`config.mk`:
```
export PLATFORM = sky130hd
export DESIGN_NAME = base64_stream_decoder_top
export DESIGN_NICKNAME = d
export VERILOG_FILES = /design/src/rtl/b64d_pkg.sv /design/src/rtl/b64d_front.sv /design/src/rtl/b64d_queue.sv /design/src/rtl/b64d_back.sv /design/src/rtl/base64_stream_decoder_top.sv
export SDC_FILE = /design/constraint.sdc
export NUM_CORES = 1
export LEC_CHECK = 0
export BUFFER_PORTS_ARGS = -buffer_cell sky130_fd_sc_hd__buf_2
export CORE_AREA = 2 2 86 88
export DETAILED_ROUTE_END_ITERATION = 7
export DIE_AREA = 0 0 88 90
export PLACE_DENSITY = 0.67
export REMOVE_ABC_BUFFERS = 1
export SYNTH_ARGS = -nofsm -noshare
export SYNTH_HDL_FRONTEND = slang
export SYNTH_HIERARCHICAL = 1
export SYNTH_SLANG_ARGS = --single-unit
export TNS_END_PERCENT = 50
```
`constraint.sdc`:
```
create_clock -name clk -period 3.22 [get_ports clk]
set_input_delay 0.805 -clock clk [delete_from_list [all_inputs] [get_ports clk]]
set_output_delay 0.805 -clock clk [all_outputs]
set_load 0.005 [all_outputs]
```
`src/rtl/b64d_pkg.sv`:
```
`timescale 1ns / 1ps
// ----------------------------------------------------------------------------
// b64d_pkg
// Shared types and constants of the Base64 stream decoder: character codes,
// symbol classes and the item that travels from classifier to decode stage.
// ----------------------------------------------------------------------------
package b64d_pkg;

  // character codes of the Base64 alphabet
  localparam logic [7:0] CHAR_UPPER_A = 8'd65;
  localparam logic [7:0] CHAR_UPPER_Z = 8'd90;
  localparam logic [7:0] CHAR_LOWER_A = 8'd97;
  localparam logic [7:0] CHAR_LOWER_Z = 8'd122;
  localparam logic [7:0] CHAR_DIGIT_0 = 8'd48;
  localparam logic [7:0] CHAR_DIGIT_9 = 8'd57;
  localparam logic [7:0] CHAR_PLUS    = 8'd43;
  localparam logic [7:0] CHAR_SLASH   = 8'd47;
  localparam logic [7:0] CHAR_PAD     = 8'd61;

  // symbol values that start each range of the alphabet
  localparam logic [5:0] SYM_LOWER_BASE = 6'd26;
  localparam logic [5:0] SYM_DIGIT_BASE = 6'd52;
  localparam logic [5:0] SYM_PLUS_VAL   = 6'd62;
  localparam logic [5:0] SYM_SLASH_VAL  = 6'd63;

  // accumulator geometry
  localparam int unsigned ACC_W   = 12;
  localparam int unsigned CNT_W   = 4;
  localparam logic [CNT_W-1:0] BYTE_BITS = 4'd8;
  localparam logic [CNT_W-1:0] SYM_BITS  = 4'd6;
  localparam logic [CNT_W-1:0] PAD_BITS  = 4'd2;

  // queue between classifier and decode stage
  localparam int unsigned QUEUE_DEPTH = 2;
  localparam int unsigned QPTR_W      = $clog2(QUEUE_DEPTH);
  localparam int unsigned QCNT_W      = $clog2(QUEUE_DEPTH + 1);

  typedef enum logic [1:0] {
    KIND_SYMBOL,
    KIND_PAD,
    KIND_INVALID
  } sym_kind_t;

  typedef struct packed {
    sym_kind_t  kind;
    logic [5:0] value;
    logic       last;
  } sym_item_t;

  typedef struct packed {
    logic has_byte;
    logic ascii_error;
  } result_flags_t;

endpackage

```
`src/rtl/b64d_front.sv`:
```
`timescale 1ns / 1ps
// ----------------------------------------------------------------------------
// b64d_front
// Character classifier: maps one raw character to its symbol class and its
// 6-bit value, ready to enter the queue.
// ----------------------------------------------------------------------------
module b64d_front (
  input  logic [7:0]          char_code,
  input  logic                last_char,
  output b64d_pkg::sym_item_t item
);
  import b64d_pkg::*;

  // alphabet lookup
  always_comb begin
    item.last  = last_char;
    item.kind  = KIND_INVALID;
    item.value = '0;
    case (char_code) inside
      [CHAR_UPPER_A:CHAR_UPPER_Z]: begin
        item.kind  = KIND_SYMBOL;
        item.value = 6'(char_code - CHAR_UPPER_A);
      end
      [CHAR_LOWER_A:CHAR_LOWER_Z]: begin
        item.kind  = KIND_SYMBOL;
        item.value = 6'(char_code - CHAR_LOWER_A) + SYM_LOWER_BASE;
      end
      [CHAR_DIGIT_0:CHAR_DIGIT_9]: begin
        item.kind  = KIND_SYMBOL;
        item.value = 6'(char_code - CHAR_DIGIT_0) + SYM_DIGIT_BASE;
      end
      CHAR_PLUS: begin
        item.kind  = KIND_SYMBOL;
        item.value = SYM_PLUS_VAL;
      end
      CHAR_SLASH: begin
        item.kind  = KIND_SYMBOL;
        item.value = SYM_SLASH_VAL;
      end
      CHAR_PAD: begin
        item.kind = KIND_PAD;
      end
      default: begin
        item.kind = KIND_INVALID;
      end
    endcase
  end

endmodule

```
`src/rtl/b64d_queue.sv`:
```
`timescale 1ns / 1ps
// ----------------------------------------------------------------------------
// b64d_queue
// Short register queue of classified characters between the classifier and
// the decode stage.
// ----------------------------------------------------------------------------
module b64d_queue (
  input  logic                clk,
  input  logic                rst,
  input  logic                push,
  input  b64d_pkg::sym_item_t push_item,
  output logic                full,
  input  logic                pop,
  output logic                not_empty,
  output b64d_pkg::sym_item_t head
);
  import b64d_pkg::*;

  sym_item_t          slots [QUEUE_DEPTH];
  logic [QPTR_W-1:0]  wr_ptr;
  logic [QPTR_W-1:0]  rd_ptr;
  logic [QCNT_W-1:0]  count;

  assign full      = (count == QCNT_W'(QUEUE_DEPTH));
  assign not_empty = (count != '0);
  assign head      = slots[rd_ptr];

  // pointers and fill count
  always_ff @(posedge clk) begin
    if (rst) begin
      wr_ptr <= '0;
      rd_ptr <= '0;
      count  <= '0;
    end else begin
      if (push) begin
        wr_ptr <= (wr_ptr == QPTR_W'(QUEUE_DEPTH - 1)) ? '0 : wr_ptr + 1'b1;
      end
      if (pop) begin
        rd_ptr <= (rd_ptr == QPTR_W'(QUEUE_DEPTH - 1)) ? '0 : rd_ptr + 1'b1;
      end
      case ({push, pop})
        2'b10:   count <= count + 1'b1;
        2'b01:   count <= count - 1'b1;
        default: count <= count;
      endcase
    end
  end

  // storage
  always_ff @(posedge clk) begin
    if (push) begin
      slots[wr_ptr] <= push_item;
    end
  end

endmodule

```
`src/rtl/b64d_back.sv`:
```
`timescale 1ns / 1ps
// ----------------------------------------------------------------------------
// b64d_back
// Decode stage: bit accumulator, byte extraction, ascii check and stop
// handling, with the output register of the result channel.
// ----------------------------------------------------------------------------
module b64d_back (
  input  logic                  clk,
  input  logic                  rst,
  input  logic                  item_valid,
  input  b64d_pkg::sym_item_t   item,
  output logic                  item_pop,
  output logic                  out_valid,
  input  logic                  out_ready,
  output logic [7:0]            out_byte,
  output b64d_pkg::result_flags_t out_flags,
  output logic                  out_last
);
  import b64d_pkg::*;

  logic [ACC_W-1:0] acc;
  logic [ACC_W-1:0] acc_next;
  logic [CNT_W-1:0] cnt;
  logic [CNT_W-1:0] cnt_next;
  logic             stopped;
  logic             stopped_next;

  logic [ACC_W-1:0] acc_app;
  logic [CNT_W-1:0] cnt_app;
  logic             appended;
  logic [2:0]       shift;
  logic [7:0]       byte_val;
  logic [7:0]       res_byte;
  result_flags_t    res_flags;

  // take the next item when the output register is free or being drained
  assign item_pop = item_valid && (!out_valid || out_ready);

  // append the symbol or pad bits and extract a complete byte
  always_comb begin
    acc_app  = acc;
    cnt_app  = cnt;
    appended = 1'b0;
    case (item.kind)
      KIND_SYMBOL: begin
        acc_app  = {acc[ACC_W-7:0], item.value};
        cnt_app  = cnt + SYM_BITS;
        appended = 1'b1;
      end
      KIND_PAD: begin
        acc_app  = {acc[ACC_W-3:0], 2'b00};
        cnt_app  = cnt + PAD_BITS;
        appended = 1'b1;
      end
      default: begin
        appended = 1'b0;
      end
    endcase
    shift    = 3'(cnt_app - BYTE_BITS);
    byte_val = 8'(acc_app >> shift);
  end

  // state and result of this character
  always_comb begin
    acc_next     = acc;
    cnt_next     = cnt;
    stopped_next = stopped;
    res_byte     = '0;
    res_flags    = '0;
    if (!stopped) begin
      acc_next = acc_app;
      cnt_next = cnt_app;
      if (!appended) begin
        stopped_next = 1'b1;
      end
      if (appended && cnt_app >= BYTE_BITS) begin
        cnt_next = CNT_W'(shift);
        acc_next = acc_app & ~({ACC_W{1'b1}} << shift);
        res_byte = byte_val;
        if (byte_val[7]) begin
          res_flags.ascii_error = 1'b1;
          stopped_next          = 1'b1;
        end else begin
          res_flags.has_byte = 1'b1;
        end
      end
      if (item.kind == KIND_PAD) begin
        stopped_next = 1'b1;
      end
    end
    if (item.last) begin
      acc_next     = '0;
      cnt_next     = '0;
      stopped_next = 1'b0;
    end
  end

  // decoder state
  always_ff @(posedge clk) begin
    if (rst) begin
      acc     <= '0;
      cnt     <= '0;
      stopped <= 1'b0;
    end else if (item_pop) begin
      acc     <= acc_next;
      cnt     <= cnt_next;
      stopped <= stopped_next;
    end
  end

  // output register valid
  always_ff @(posedge clk) begin
    if (rst) begin
      out_valid <= 1'b0;
    end else if (item_pop) begin
      out_valid <= 1'b1;
    end else if (out_ready) begin
      out_valid <= 1'b0;
    end
  end

  // output register payload
  always_ff @(posedge clk) begin
    if (item_pop) begin
      out_byte  <= res_byte;
      out_flags <= res_flags;
      out_last  <= item.last;
    end
  end

endmodule

```
`src/rtl/base64_stream_decoder_top.sv`:
```
`timescale 1ns / 1ps
// ----------------------------------------------------------------------------
// base64_stream_decoder_top
// Base64 text decoder: one character in, one result out per transfer.
// ----------------------------------------------------------------------------
// Input channel s_*: s_tdata is the raw character, s_tlast marks the last
// character of a string. Output channel m_*: m_tdata is the decoded byte,
// m_tuser[0] says a byte is present, m_tuser[1] flags a byte of 128 or more
// (decoding of the string stops), m_tlast echoes s_tlast.
// Every character yields exactly one result transfer, in order.
// A character accepted on s_* passes through the queue and the output register
// before its result shows on m_*. Throughput: one character per cycle while
// m_tready is high, set by the accumulator update in the decode stage.
// A two-entry queue separates the classifier from the decode stage, and the
// result sits in an output register, so s_tready stays high while a result
// waits as long as the queue has room. When the receiver holds m_tready low
// the queue fills and s_tready drops once it holds two characters.
// Reset clears the queue, the output valid, the accumulator, the bit
// count and the stop flag; s_tready is high right after reset.
// ----------------------------------------------------------------------------
module base64_stream_decoder_top (
  input  logic       clk,
  input  logic       rst,
  input  logic       s_tvalid,
  output logic       s_tready,
  input  logic [7:0] s_tdata,   // [7:0] char_code
  input  logic       s_tlast,   // last_char
  output logic       m_tvalid,
  input  logic       m_tready,
  output logic [7:0] m_tdata,   // [7:0] data_byte
  output logic [1:0] m_tuser,   // [0] has_byte, [1] ascii_error
  output logic       m_tlast    // string_end
);
  import b64d_pkg::*;

  sym_item_t     front_item;
  sym_item_t     head_item;
  logic          q_full;
  logic          q_not_empty;
  logic          q_pop;
  logic          q_push;
  result_flags_t flags;

  // input transfer pushes into the queue
  assign s_tready = !q_full;
  assign q_push   = s_tvalid && s_tready;

  b64d_front u_front (
    .char_code (s_tdata),
    .last_char (s_tlast),
    .item      (front_item)
  );

  b64d_queue u_queue (
    .clk       (clk),
    .rst       (rst),
    .push      (q_push),
    .push_item (front_item),
    .full      (q_full),
    .pop       (q_pop),
    .not_empty (q_not_empty),
    .head      (head_item)
  );

  b64d_back u_back (
    .clk        (clk),
    .rst        (rst),
    .item_valid (q_not_empty),
    .item       (head_item),
    .item_pop   (q_pop),
    .out_valid  (m_tvalid),
    .out_ready  (m_tready),
    .out_byte   (m_tdata),
    .out_flags  (flags),
    .out_last   (m_tlast)
  );

  // result flags onto tuser
  assign m_tuser = {flags.ascii_error, flags.has_byte};

endmodule

```
==> metrics, run 1 <==
WL per Instance=14.9 µm; Total GRT Usage=16.5%; antenna-violating nets left=0; VDD IR-drop max=0.224 mV; skew final=10.5 ps; CP Class=flip-flop to flip-flop; Setup TNS Final=0 ps; status=finished clean; share of the synthesized area in the top cell type=27.1%; initial antenna violation count=0; Max-Cap Viols=0; setup slack, reg-to-reg=530 ps; register area share after synthesis=41.2%; Max Slew Vio Count=0; max incr delay on CP=460 ps; CTS sink cnt=50; 1st-iter DRT viols=222; Mapped Area=3110 µm²; area grow syn2layout=10.7%; Die Span Y=90 µm; PortBufs=25; clk buf depth=2; commonest non-fill, non-tap cell in the layout=edfxtp_1; Starting Density=44.3%; endpoints failing setup=0; worst slack at placement=475 ps; share of cells above drive strength 1=24.8%; # DRC=0; Cell Pwr Density=657 nW/µm²; clk_lat worst skew=300 ps; Total Power=2.26 mW; Antenna Cells=0; Worst-path clk slew=90 ps; number of global-route vias before repair=2,165; Critical Path End Type=flip-flop; Hold-fix buffers, CTS=0; Yosys warning total=6; post-CTS sizing=0; crit path max fanout=7; Fillers=656; Synth area leaders=edfxtp_1, dfxtp_1, mux2_2; crit path cell chain=mux2_2 > inv_1 > nand2_1 > fa_1 > xnor2_2 > o2111ai_1 > nand2b_1 > a21oi_1; Synth Flop Type=edfxtp_1; Startpoint Class=flip-flop; Yosys cell types=64; Fmax achieved=372 MHz; first-pass GRT wire length=10.6 mm; Pleak=1.30 nW; Syn Inst Count=288; GRT Residual Overflow=0; area leader, netlist=edfxtp_1; Worst-Margin Slew=778 ps; post-route setup slack=531 ps; vias per cell=5.53; crit path DAT=2920 ps; number of buffers created by CTS=5; First-pass DRT Iterations=4; total vias in the final route=2,285; Post-CTS Setup Repair Bufs=0; Post-Place Cells=405; max_slew headroom=47.9%; DIE AREA=7920 µm²; required time worst endpoint=3450 ps; register bit count reported by yosys=50; CTS tree=done; gpl congestion=0.904; worst hold path class=flip-flop to flip-flop; Post-synth EDFFs=28; most frequent cells in the layout=edfxtp_1, buf_2, dfxtp_1; final worst path period share=83.5%; Core ar.=7020 µm²; Design Area, Final=3440 µm²; Synth Area per Inst=10.8 µm²; largest net degree at the start of global routing=24; Hold Violations, Final=0; async set-reset flop share out of synthesis=0%; RSZ-0062 raised after global routing=no; Post-Route WL=6.15 mm; root buffer cell=clkbuf_8; site row count=31; CP max stage cell=dfxtp_1; Area after DPL=3310 µm²; fin nets=337; Detail Placement HPWL=4.57 mm; post-route insts no fill=413; post-layout minimum cycle time=2690 ps; Top Ports=26; H-tree depth=2; chip width=88 µm
[per-layer routing]
layer | routed length, µm | vias to the layer above | share of wire (%) | global-route usage [%]
met5 | 0 | - | 0 | 0
met4 | 51 | 0 | 0.83 | 3.72
met3 | 195 | 5 | 3.2 | 3.12
li1 | - | 1125 | - | -
met1 | 2800 | 1103 | 45 | 22.2
met2 | 3110 | 52 | 51 | 27.2
[cells by family (layout without fill, tap and decap cells)]
kind of cell | after synthesis | count (layout) | synth area share [%]
muxes | 38 | 38 | 14.5
and+or+nand+nor | 82 | 82 | 15.1
adders and majority gates | 11 | 11 | 4.67
AOI/OAI and AO/OA | 71 | 71 | 17.0
xor gates and xnor gates | 9 | 9 | 3.02
buffers and inverters | 27 | 53 | 4.59
DFF | 50 | 50 | 41.2
[metrics by stage]
stage	hold WS, ps	util (%)
4_1_cts	471	49.0
6_report	466	49.0
5_1_grt	495	49.0
3_5_place_dp	458	47.1
2_1_floorplan	426	-
3_3_place_gp	444	47.1
[state kept, by name, indices dropped and copies added (netlist names), named ones only]
name	flops
u_queue/slots	18
u_back/acc	12
u_back/out_byte	8
u_back/cnt	3
u_queue/count	2
u_back/out_flags	1
u_back/out_last	1
u_back/out_valid	1
u_back/stopped	1
u_queue/rd_ptr	1
u_queue/wr_ptr	1
[worst paths after layout]
check	to	start	depth (start not counted)
hold / removal	u_back/acc[10]$_SDFFE_PP0P_	u_back/acc[10]$_SDFFE_PP0P_	2
setup / recovery	u_back/acc[10]$_SDFFE_PP0P_	flip-flop	8
setup reg to reg	u_back/acc[10]$_SDFFE_PP0P_	flip-flop	8
hold reg to reg	u_back/acc[10]$_SDFFE_PP0P_	u_back/acc[10]$_SDFFE_PP0P_	2
[cell usage after synthesis (all sizes together), types with 2 or more instances]
cell type,instances
nor2b,5
xor2,2
clkbuf,2
a32o,2
a2bb2oi,7
or3,4
inv,15
o22ai,2
a211oi,5
nand3,7
o2bb2ai,2
dfxtp,22
nand2b,5
mux2,23
a21oi,13
nand2,15
o221ai,3
a22o,2
a21boi,3
buf,10
o211a,3
xnor2,7
and3,2
nor4,6
and2,3
nor2,21
o21ai,14
a22oi,2
mux2i,15
a21o,2
a221oi,2
ha,10
edfxtp,28
nor3,8
[power by group]
group	internal (mW)	leakage (nW)	switching (mW)
logic	0.370	0.788	0.505
registers	0.827	0.448	0.0693
clock network	0.280	0.0665	0.210
[worst max-delay path, delay by kind of cell, from the launching register on]
| kind | cells | cell delay [ps] |
|---|---|---|
| buf+inv | 1 | 70 |
| xor+xnor | 1 | 390 |
| mux | 1 | 380 |
| fa+ha+maj | 1 | 420 |
| flops | 1 | 460 |
| simple gates | 2 | 370 |
| compound gates | 2 | 530 |
[layout make-up]
type	count	area (µm²)	share of cell area, %
Inverter	15	56.3	1.64
Tap cell	99	124	3.60
Timing Repair Buffer	30	163	4.73
Multi-Input combinational cell	211	1680	48.9
Sequential cell	50	1280	37.2
Clock inverter	2	38.8	1.13
Clock buffer	6	93.8	2.73
(Power assumes the default switching activity.)
==> run 2: changes to the inputs <==
- PLACE_DENSITY: 0.67 -> 0.7
- clock period: 3.22 -> 2.3 ns (I/O delays scaled with it)
==> run 2 against run 1 <==
  * The run now ends with negative setup slack left
  * Combinational power increased by 60%
  * Power increased by 39%
  * Cell count increased by 7.7%
  * Register-to-register slack got worse by 540 ps
  * Routed wire length increased by 8.2%
  * Sequential share of layout area decreased by 2.5 points
  * Final area increased by 7.3%
  * Clock skew about the same
  * First-iteration DRC count decreased by 59%
  * Critical path type unchanged
  * Largest cell class unchanged
==> metrics, run 2 (synthesized netlist as in run 1, its figures left out) <==
vias per cell=5.43 (was 5.53); status=complete, but fails checks (was finished clean); Startpoint Class=flip-flop (unchanged); First-pass DRT Iterations=4 (unchanged); Sequential Power Share=39.7% (was 39.6%); failing checks=negative setup slack; routing usage on met2=30.4% (was 27.2%); H-tree depth=2 (unchanged); initial antenna violation count=0 (unchanged); VDD IR-drop max=0.349 mV (was 0.224 mV); Detail Placement HPWL=4.98 mm (was 4.57 mm); Worst-Margin Slew=506 ps (was 778 ps); number of buffers created by CTS=5 (unchanged); Fmax achieved=433 MHz (was 372 MHz); Total GRT Usage=17.4% (was 16.5%); largest net degree at the start of global routing=24 (unchanged); fin nets=369 (was 337); required time worst endpoint=2350 ps (was 3450 ps); root buffer cell=clkbuf_8 (unchanged); Sw Share=36.6% (was 34.7%); crit path cell chain=mux2_4 > inv_2 > nand2_2 > fa_2 > mux2i_4 > mux2i_2 > a21oi_2 (was mux2_2 > inv_1 > nand2_1 > fa_1 > xnor2_2 > o2111ai_1 > nand2b_1 > a21oi_1); Cell Pwr Density=854 nW/µm² (was 657 nW/µm²); crit path max fanout=8 (was 7); most frequent cells in the layout=buf_4, edfxtp_1, buf_2 (was edfxtp_1, buf_2, dfxtp_1); Util after Layout=52.6% (was 49.0%); CTS sink cnt=50 (unchanged); Starting Density=44.3% (unchanged); chip width=88 µm (unchanged); post-route setup slack=-9.95 ps (was 531 ps); CP Class=flip-flop to flip-flop (unchanged); post-route insts no fill=445 (was 413); Post-Place Cells=437 (was 405); hold depth=1 (was 2); number of global-route vias before repair=2,351 (was 2,165); # DRC=0 (unchanged); antenna-violating nets left=0 (unchanged); GRT Residual Overflow=0 (unchanged); path depth of the worst reg2reg path=7 (was 8); endpoints failing setup=1 (was 0); clk buf depth=2 (unchanged); Fin Hold WS=462 ps (was 466 ps); Top Usage Layer GRT=met2 (unchanged); Pleak=1.44 nW (was 1.30 nW); Worst-path clk slew=90 ps (about the same); commonest non-fill, non-tap cell in the layout=buf_4 (was edfxtp_1); Largest register FFs=18 (unchanged); M3 GR Usage=1.93% (was 3.12%); first-pass GRT wire length=11.1 mm (was 10.6 mm); clk_lat worst skew=300 ps (about the same); Max-Cap Viols=0 (unchanged); Max Slew Vio Count=0 (unchanged); Critical Path End Type=flip-flop (unchanged); Post-Route WL=6.66 mm (was 6.15 mm); CTS tree=done (unchanged); CP max stage cell=fa_2 (was dfxtp_1); 1st-iter DRT viols=92 (was 222); met1 usage=22.4% (was 22.2%); combinational share of power=44.4% (was 38.7%); max incr delay on CP=510 ps (was 460 ps); Hold Violations, Final=0 (unchanged); DIE AREA=7920 µm² (unchanged); gpl congestion=0.886 (was 0.904); Antenna Cells=0 (unchanged); PortBufs=25 (unchanged); internal power=2.00 mW (was 1.48 mW); final worst path period share=100% (was 83.5%); area grow syn2layout=18.8% (was 10.7%); Post-CTS Setup Repair Bufs=0 (unchanged); Top Ports=26 (unchanged); RSZ-0062 raised after global routing=yes (was no); Most flops, register=u_queue/slots (unchanged); Clk pwr share=15.9% (was 21.7%); Regs by FF count=u_queue/slots x18, u_back/acc x12, u_back/out_byte x8 (unchanged); worst hold path class=input port to flip-flop (was flip-flop to flip-flop); share of cells above drive strength 1=35.0% (was 24.8%); Total Power=3.15 mW (was 2.26 mW); site row count=31 (unchanged); Psw=1.15 mW (was 0.784 mW); crit path DAT=2360 ps (was 2920 ps); Core ar.=7020 µm² (unchanged); Die Span Y=90 µm (unchanged); post-layout minimum cycle time=2310 ps (was 2690 ps); WL per Instance=15.0 µm (was 14.9 µm); total vias in the final route=2,417 (was 2,285); skew final=10.1 ps (was 10.5 ps); max_slew headroom=66.1% (was 47.9%)
## run 2: layout make-up
type	count	area, µm²
multi-input combinational	211	1730
tap	99	124
sequential	50	1280
clock inverter	3	21.3
inverter	15	56.3
fill	624	3330
clock buffer	5	68.8
timing repair buffer	62	407
## run 2: worst paths after layout
| path | to | start | slack (ps) |
|---|---|---|---|
| setup / recovery | u_back/out_flags[1]$_SDFFCE_PP0P_ | flip-flop | -10 |
| hold / removal | u_queue/slots[0][0]$_DFFE_PP_ | s_tlast | 460 |
| setup reg to reg | u_back/out_flags[1]$_SDFFCE_PP0P_ | flip-flop | -10 |
| hold reg to reg | u_back/acc[10]$_SDFFE_PP0P_ | u_back/acc[10]$_SDFFE_PP0P_ | 480 |
## run 2: power by group through the flow
stage / Combinational [mW] / Sequential (mW) / Clock, mW
final: 1.40 / 1.25 / 0.502
after global routing: 1.53 / 1.28 / 0.551
after CTS: 1.34 / 1.25 / 0.519
after detailed placement: 1.33 / 1.27 / 0
after global placement: 1.31 / 1.26 / 0
after floorplan: 0.834 / 1.28 / 0
## run 2: metal layers
| metal | part of all wire, % | up-vias |
|---|---|---|
| li1 | - | 1186 |
| met1 | 44 | 1176 |
| met2 | 52 | 48 |
| met3 | 2.6 | 7 |
| met4 | 1.1 | 0 |
| met5 | 0 | - |
## run 2: per-stage QoR
stage	instance area [µm²]	setup TNS [ps]	setup slack [ps]
global route	3690	-289	-79.6
finish	3690	-9.95	-9.95
CTS	3650	0	12.0
global placement	3550	0	19.0
floorplan	3020	-12540	-664
detailed placement	3550	-77.5	-21.8
## run 2: timing repair
item | 4_1_cts | 5_1_grt
setup endpoints to repair | 12 | 13
hold buffers | 0 | 0
pin swaps | 0 | 4
resized for setup | 3 | 12
## run 2: critical path, delay by kind of cell (launching register included)
family | cells | cell delay (ps)
muxes | 3 | 960
AOI/OAI and AO/OA | 1 | 90
DFF | 1 | 360
buffers and inverters | 1 | 70
adders and majority gates | 1 | 510
and+or+nand+nor | 1 | 60
